**config.mk**
```make
export PLATFORM = sky130hd
export DESIGN_NAME = rv32i_integer_alu_execute
export DESIGN_NICKNAME = d
export VERILOG_FILES = /design/src/hw/rtl/rvalu_pkg.sv /design/src/hw/rtl/rvalu_ram.sv /design/src/hw/rtl/rvalu_alu.sv /design/src/hw/rtl/rv32i_integer_alu_execute.sv
export VERILOG_INCLUDE_DIRS = /design/src /design/src/hw/rtl
export SDC_FILE = /design/constraint.sdc
export NUM_CORES = 2
export LEC_CHECK = 0
export BUFFER_PORTS_ARGS = -buffer_cell sky130_fd_sc_hd__buf_2
export CORE_MARGIN = 2
export CORE_UTILIZATION = 37
export CTS_CLUSTER_DIAMETER = 200
export DETAILED_ROUTE_END_ITERATION = 7
export GPL_TIMING_DRIVEN = 0
export HOLD_SLACK_MARGIN = 0.03
export PLACE_DENSITY = 0.62
export SLEW_MARGIN = 20
export SYNTH_ARGS = -nofsm -noshare
export SYNTH_HDL_FRONTEND = slang
export SYNTH_SLANG_ARGS = --single-unit
```
**constraint.sdc**
```tcl
create_clock -name clk -period 7.9 [get_ports clk]
set_input_delay 1.975 -clock clk [delete_from_list [all_inputs] [get_ports clk]]
set_output_delay 1.975 -clock clk [all_outputs]
set_load 0.01 [all_outputs]
```
**src/hw/rtl/rv32i_integer_alu_execute_defines.svh**
```systemverilog
// Assertion macros shared by the RV32I ALU execute block.
// Included by the RTL files that carry concurrent assertions; depends on clk and arst_n.
`ifndef RV32I_INTEGER_ALU_EXECUTE_DEFINES_SVH
`define RV32I_INTEGER_ALU_EXECUTE_DEFINES_SVH

// Same-cycle implication, sampled on clk, off while reset is asserted.
`define RVALU_ASSERT_NOW(label, ante, cons) \
	label: assert property (@(posedge clk) disable iff (!arst_n) (ante) |-> (cons)) \
		else $error("rvalu assertion failed");

// Next-cycle implication, sampled on clk, off while reset is asserted.
`define RVALU_ASSERT_NEXT(label, ante, cons) \
	label: assert property (@(posedge clk) disable iff (!arst_n) (ante) |=> (cons)) \
		else $error("rvalu assertion failed");

`endif

```
**src/hw/rtl/rvalu_pkg.sv**
```systemverilog
// Shared types and constants for the RV32I ALU execute block.
// No dependencies; imported by rvalu_alu, the top level and the testbench.
`default_nettype none

package rvalu_pkg;

	localparam int XLEN    = 32;
	localparam int NREGS   = 32;
	localparam int REG_AW  = 5;
	localparam int SHAMT_W = 5;
	localparam int ALT_BIT = 30;

	localparam logic [6:0] OPC_ALUI = 7'h13;
	localparam logic [6:0] OPC_ALU  = 7'h33;

	localparam logic ACT_EXEC  = 1'b0;
	localparam logic ACT_WRITE = 1'b1;

	typedef enum logic [2:0] {
		F3_ADD  = 3'd0,
		F3_SLL  = 3'd1,
		F3_SLT  = 3'd2,
		F3_SLTU = 3'd3,
		F3_XOR  = 3'd4,
		F3_SR   = 3'd5,
		F3_OR   = 3'd6,
		F3_AND  = 3'd7
	} funct3_t;

	typedef struct packed {
		logic [REG_AW-1:0] dest_index;
		logic [XLEN-1:0]   dest_value;
		logic              wrote;
		logic              illegal;
	} alu_res_t;

endpackage

`default_nettype wire

```
**src/hw/rtl/rvalu_ram.sv**
```systemverilog
// Generic single-write, single-read RAM with a registered read port.
// No dependencies.
`default_nettype none

module rvalu_ram #(
	parameter int WIDTH = 32,
	parameter int DEPTH = 32
) (
	input  wire logic                     clk,
	input  wire logic                     we,
	input  wire logic [$clog2(DEPTH)-1:0] waddr,
	input  wire logic [WIDTH-1:0]         wdata,
	input  wire logic [$clog2(DEPTH)-1:0] raddr,
	output logic      [WIDTH-1:0]         rdata
);

	logic [WIDTH-1:0] mem [DEPTH];

	always_ff @(posedge clk) begin
		if (we) begin
			mem[waddr] <= wdata;
		end
		rdata <= mem[raddr];
	end

endmodule

`default_nettype wire

```
**src/hw/rtl/rvalu_alu.sv**
```systemverilog
// Instruction decode and ALU for the RV32I execute block, purely combinational.
// Depends on rvalu_pkg; operands arrive already read and forwarded.
`default_nettype none

module rvalu_alu
	import rvalu_pkg::*;
(
	input  wire logic              action,
	input  wire logic [XLEN-1:0]   instruction,
	input  wire logic [REG_AW-1:0] write_index,
	input  wire logic [XLEN-1:0]   write_value,
	input  wire logic [XLEN-1:0]   op_a,
	input  wire logic [XLEN-1:0]   op_b,
	output alu_res_t               res
);

	logic [6:0]         opc;
	logic [REG_AW-1:0]  rd;
	funct3_t            f3;
	logic               alt;
	logic               is_alu;
	logic               is_alui;
	logic [XLEN-1:0]    imm;
	logic [XLEN-1:0]    b;
	logic [SHAMT_W-1:0] shamt;
	logic [XLEN-1:0]    value;

	always_comb begin
		opc     = instruction[6:0];
		rd      = instruction[11:7];
		f3      = funct3_t'(instruction[14:12]);
		alt     = instruction[ALT_BIT];
		is_alu  = (opc == OPC_ALU);
		is_alui = (opc == OPC_ALUI);
		imm     = {{(XLEN-12){instruction[31]}}, instruction[31:20]};
		b       = is_alu ? op_b : imm;
		shamt   = b[SHAMT_W-1:0];

		unique case (f3)
			F3_ADD:  value = (is_alu && alt) ? (op_a - b) : (op_a + b);
			F3_SLL:  value = op_a << shamt;
			F3_SLT:  value = {{(XLEN-1){1'b0}}, ($signed(op_a) < $signed(b))};
			F3_SLTU: value = {{(XLEN-1){1'b0}}, (op_a < b)};
			F3_XOR:  value = op_a ^ b;
			F3_SR:   value = alt ? XLEN'($signed(op_a) >>> shamt) : (op_a >> shamt);
			F3_OR:   value = op_a | b;
			F3_AND:  value = op_a & b;
			default: value = op_a & b;
		endcase

		if (action == ACT_WRITE) begin
			res.dest_index = write_index;
			res.dest_value = write_value;
			res.illegal    = 1'b0;
		end else if (is_alu || is_alui) begin
			res.dest_index = rd;
			res.dest_value = value;
			res.illegal    = 1'b0;
		end else begin
			res.dest_index = '0;
			res.dest_value = '0;
			res.illegal    = 1'b1;
		end
		res.wrote = !res.illegal && (res.dest_index != '0);
	end

endmodule

`default_nettype wire

```
**src/hw/rtl/rv32i_integer_alu_execute.sv**
```systemverilog
// Top level of the RV32I ALU execute block: register file RAMs, forwarding and output stage.
// Depends on rvalu_pkg, rvalu_ram, rvalu_alu and rv32i_integer_alu_execute_defines.svh.
//
// Input words arrive on the s_axis channel. tuser is the action: execute the
// instruction in tdata, or write write_value to register write_index. Each word
// gives exactly one result word on m_axis with the destination, its value and the
// wrote and illegal flags.
// The register file lives in two copies of a 32-entry RAM with a registered read, one
// copy per source operand. Operands are read as the word is accepted, and the ALU
// works in the following cycle; the register written by the word just before is
// forwarded from a write-back register.
// A word passes the execute stage register and then the output register on its way to
// m_axis, and one word is taken every cycle while the receiver keeps up.
// When m_axis stalls, the output register holds its word, one more word waits in
// the execute stage with its RAM address held, and s_axis then deasserts tready.
// Reset clears the pipeline and a valid bit per register, so every register reads
// as zero until written; no clearing pass is needed.
`default_nettype none
`include "rv32i_integer_alu_execute_defines.svh"

module rv32i_integer_alu_execute
	import rvalu_pkg::*;
(
	input  wire logic        clk,
	input  wire logic        arst_n,
	input  wire logic        s_axis_tvalid,
	output logic             s_axis_tready,
	// [31:0] instruction, [36:32] write_index, [68:37] write_value, [71:69] zero
	input  wire logic [71:0] s_axis_tdata,
	// [0] action
	input  wire logic [0:0]  s_axis_tuser,
	output logic             m_axis_tvalid,
	input  wire logic        m_axis_tready,
	// [4:0] dest_index, [36:5] dest_value, [39:37] zero
	output logic      [39:0] m_axis_tdata,
	// [0] wrote, [1] illegal
	output logic      [1:0]  m_axis_tuser
);

	logic              v_s1;
	logic              action_s1;
	logic [XLEN-1:0]   instr_s1;
	logic [REG_AW-1:0] widx_s1;
	logic [XLEN-1:0]   wval_s1;
	logic              adv;
	logic              accept;
	logic [REG_AW-1:0] raddr1;
	logic [REG_AW-1:0] raddr2;
	logic [REG_AW-1:0] rs1_s1;
	logic [REG_AW-1:0] rs2_s1;
	logic [XLEN-1:0]   rdata1;
	logic [XLEN-1:0]   rdata2;
	logic [XLEN-1:0]   op_a;
	logic [XLEN-1:0]   op_b;
	logic [NREGS-1:0]  reg_valid_q;
	logic              wb_v_q;
	logic [REG_AW-1:0] wb_idx_q;
	logic [XLEN-1:0]   wb_val_q;
	logic              ram_we;
	alu_res_t          res;
	logic              out_v_q;
	alu_res_t          out_q;

	assign adv           = v_s1 && (!out_v_q || m_axis_tready);
	assign s_axis_tready = !v_s1 || adv;
	assign accept        = s_axis_tvalid && s_axis_tready;
	assign raddr1        = s_axis_tready ? s_axis_tdata[19:15] : rs1_s1;
	assign raddr2        = s_axis_tready ? s_axis_tdata[24:20] : rs2_s1;
	assign rs1_s1        = instr_s1[19:15];
	assign rs2_s1        = instr_s1[24:20];
	assign ram_we        = adv && res.wrote;

	rvalu_ram #(.WIDTH(XLEN), .DEPTH(NREGS)) u_ram_a (
		.clk   (clk),
		.we    (ram_we),
		.waddr (res.dest_index),
		.wdata (res.dest_value),
		.raddr (raddr1),
		.rdata (rdata1)
	);

	rvalu_ram #(.WIDTH(XLEN), .DEPTH(NREGS)) u_ram_b (
		.clk   (clk),
		.we    (ram_we),
		.waddr (res.dest_index),
		.wdata (res.dest_value),
		.raddr (raddr2),
		.rdata (rdata2)
	);

	always_comb begin
		if (rs1_s1 == '0) begin
			op_a = '0;
		end else if (wb_v_q && (wb_idx_q == rs1_s1)) begin
			op_a = wb_val_q;
		end else if (reg_valid_q[rs1_s1]) begin
			op_a = rdata1;
		end else begin
			op_a = '0;
		end
		if (rs2_s1 == '0) begin
			op_b = '0;
		end else if (wb_v_q && (wb_idx_q == rs2_s1)) begin
			op_b = wb_val_q;
		end else if (reg_valid_q[rs2_s1]) begin
			op_b = rdata2;
		end else begin
			op_b = '0;
		end
	end

	rvalu_alu u_alu (
		.action      (action_s1),
		.instruction (instr_s1),
		.write_index (widx_s1),
		.write_value (wval_s1),
		.op_a        (op_a),
		.op_b        (op_b),
		.res         (res)
	);

	always_ff @(posedge clk or negedge arst_n) begin
		if (!arst_n) begin
			v_s1        <= 1'b0;
			out_v_q     <= 1'b0;
			wb_v_q      <= 1'b0;
			reg_valid_q <= '0;
		end else begin
			if (s_axis_tready) begin
				v_s1 <= s_axis_tvalid;
			end
			if (adv) begin
				out_v_q <= 1'b1;
			end else if (m_axis_tready) begin
				out_v_q <= 1'b0;
			end
			if (ram_we) begin
				wb_v_q                       <= 1'b1;
				reg_valid_q[res.dest_index] <= 1'b1;
			end
		end
	end

	always_ff @(posedge clk) begin
		if (accept) begin
			action_s1 <= s_axis_tuser[0];
			instr_s1  <= s_axis_tdata[31:0];
			widx_s1   <= s_axis_tdata[36:32];
			wval_s1   <= s_axis_tdata[68:37];
		end
		if (adv) begin
			out_q <= res;
		end
		if (ram_we) begin
			wb_idx_q <= res.dest_index;
			wb_val_q <= res.dest_value;
		end
	end

	assign m_axis_tvalid = out_v_q;
	assign m_axis_tdata  = {3'b000, out_q.dest_value, out_q.dest_index};
	assign m_axis_tuser  = {out_q.illegal, out_q.wrote};

	`RVALU_ASSERT_NOW(a_no_x0_write, ram_we, res.dest_index != '0)
	`RVALU_ASSERT_NEXT(a_wb_tracks_write, ram_we, wb_v_q && reg_valid_q[wb_idx_q])
	`RVALU_ASSERT_NEXT(a_stalled_item_kept, v_s1 && !adv, v_s1)
	`RVALU_ASSERT_NOW(a_illegal_no_write, adv && res.illegal, !ram_we)

endmodule

`default_nettype wire

```
==> metrics.txt <==
largest area contributor in the netlist edfxtp_1; Setup Viol. Count Final 0; skew final approximately 54 ps; die area about 180,000 sq um; post-synthesis sequential area ratio 0.575; GRT Total Usage 0.289; total power draw 17.7 mW; sequential cell area 37,300 sq um; CORE AREA 174,000 sq um; leak pwr 26.1 nW; synth unique cells 85; sequential share of power 0.436; CTS H-tree depth 4; Pre-antenna DRT Iters 8; synthesized area 64,900 sq um; Die Wd 423 microns; switching share of power 0.301; DP Worst Slack -1180 ps; synth warn 0; Most flops, register u_ram_b.mem; max reg flops 992; DP Wirelength 198,000 microns; DP Area 71,300 sq um; Yosys top cell area share 0.541; clock sinks 1,269; DRC 0; outcome completed; Num CTS Buffers 140; Rows around 150; Finished Layout Cells 7,527; Hold WS 470 ps; Clk Latency, worst-skew pair around 820 ps; Setup crit end kind register; R2R depth 25; initial DRC count 6,476; multi-input logic area 26,600 sq um; Bufs on Longest Clock Path 3; Placed Cells 7,258; f_max 0.130 GHz; fill cell count 15,600; maximum vdd drop 0.202 mV; via/cell ratio 6.27; Post-Syn Area per Cell 13.9 sq um; placer congestion estimate 1.07; RSZ-0062 raised after global routing no; DRT antenna net count 0; crit path launch type register; ys async rst share 0.0276; Setup TNS 0 ps; Worst Hold Class reg2reg; switching pwr 5.32 mW; power per cell area 233 nW/um^2; IO buf count 114; Critical-path top delay cell o21ai_0; Final Hold Fails 0; Synth-to-Final Area Change 17.1%; Final Util 0.437; share of cells above drive strength 1 0.225; crit-path max FO 15; hold depth 1; Synth area leaders edfxtp_1 54%, mux4_2 18%, nand2_1 4.3%, nand3_1 2.6%, mux2i_1 2.5%; via count 47,200; post-route cell area 76,000 sq um; Detailed Route WL 263,000 microns; crit-path most repeated cell a21oi_1; commonest cells after routing, fill and taps aside 1,170 x edfxtp_1, 735 x nand2_1, 520 x mux4_2, 341 x nand3_1, 243 x clkbuf_1; clk root buf clkbuf_16; initial antenna violation count 22; die height ~420 microns; Slew headroom 0.141; number of synthesized register bits 1,269; clock edge transition at the registers on the reported setup and hold paths 60 ps; drt wl/cell 35.0 microns; Synth Instances 4,673; setup ws final 219 ps; commonest non-fill, non-tap cell in the layout edfxtp_1; Int Pwr 12.4 mW; arrival time worst endpoint 8210 ps; vias in the first global route 46,500; pin count of the biggest net entering global routing 46; Starting Density 0.373; first-pass GRT wire length 362,000 microns; Max-Cap Viols 0; # nets final about 5,300; Clock power frac 0.369; TritonCTS clock tree done; Max Slew Vio Count 0; gr ovfl total 0; combinational share of power 0.196; min Tclk post-route 7680 ps; period utilisation layout 0.972; critical path class reg2reg; CP Data Required Time 8420 ps; Post-synth EDFFs 1,170; Slew @ Worst Pin about 1300 ps; CP max stage delay 640 ps; IO Pins 121; ys flop type edfxtp_1
[final cells by class]
| type | instances | area share |
|---|---|---|
| sequential | 1269 | 0.491 |
| multi-input combinational | 2989 | 0.350 |
| clock buffer | 184 | 0.0493 |
| tap | 2325 | 0.0383 |
| timing repair buffer | 230 | 0.0371 |
| buffer | 345 | 0.0192 |
| clock inverter | 72 | 0.0106 |
| inverter | 101 | 0.00509 |
| antenna | 12 | 0.000395 |
[power by group through the flow]
stage / sequential [mW] / clock (mW) / combinational (mW)
2_1_floorplan: 7.79 / 0 / 1.89
3_3_place_gp: 7.86 / 0 / 3.21
3_5_place_dp: 7.84 / 0 / 3.34
4_1_cts: 7.70 / 6.58 / 3.36
5_1_grt: 7.71 / 6.82 / 3.58
6_report: 7.70 / 6.52 / 3.47
[cell usage after synthesis (15+ instances only)]
library cell  instances
mux2_2               24
xnor2_1              27
o21bai_1             17
nand2b_1             17
dfrtp_1              35
nand2_1             736
o211ai_1             19
buf_2                24
a22o_1               33
dfxtp_1              64
mux4_2              520
nor2_1              164
a211oi_1             31
nor4_1               18
or2_2                39
o21ai_0             214
a21oi_1             151
clkbuf_1            226
mux2i_1             160
a31oi_1              23
inv_1                98
ha_1                 97
a22oi_1              41
edfxtp_1           1170
nor3_1               42
nand3_1             343
o31ai_1              17
o22ai_1              15
buf_1                84
[path summary, 6_finish.rpt]
kind | start | endpoint | slack [ps]
setup / recovery | instr_s1[20] | u_ram_b.mem[8][14] | 220
hold / removal | reg_valid_q[0] | reg_valid_q[0] | 470
setup reg to reg | instr_s1[20] | u_ram_b.mem[8][14] | 220
hold reg to reg | reg_valid_q[0] | reg_valid_q[0] | 470
max in group asynchronous | arst_n | reg_valid_q[25] | 6060
min in group asynchronous | arst_n | reg_valid_q[2] | 1280
[routing by layer]
layer | GRT usage | share of wire
met3 | 0.0692 | 0.10
met2 | 0.459 | 0.47
met1 | 0.368 | 0.37
met4 | 0.154 | 0.062
met5 | 0 | 0.00020
[repair_timing]
| item | in CTS | in global routing |
|---|---|---|
| hold buffers | 0 | 0 |
| setup buffers | 2 | 1 |
| cloned | 1 | 0 |
| pin swaps | 2 | 1 |
| setup endpoints to repair | 639 | 202 |
| resized for setup | 17 | 7 |
[critical path, delay by kind of cell, from the launching register on]
family | cells | cell delay (ps)
buf+inv | 9 | 2640
compound gates | 11 | 3000
flops | 1 | 440
fa+ha+maj | 1 | 490
simple gates | 2 | 440
xor+xnor | 2 | 320
[cell families after synthesis]
| family | after synthesis | synth area share |
|---|---|---|
| AND/OR/NAND/NOR | 1434 | 0.0966 |
| adder cells (fa/ha/maj) | 99 | 0.0193 |
| AO/OA/AOI/OAI | 680 | 0.0672 |
| XOR/XNOR | 36 | 0.00486 |
| buffers and inverters | 450 | 0.0280 |
| flip-flops | 1269 | 0.575 |
| other | 1 | 0.0000578 |
| multiplexers | 704 | 0.209 |
(Power assumes the default switching activity.)
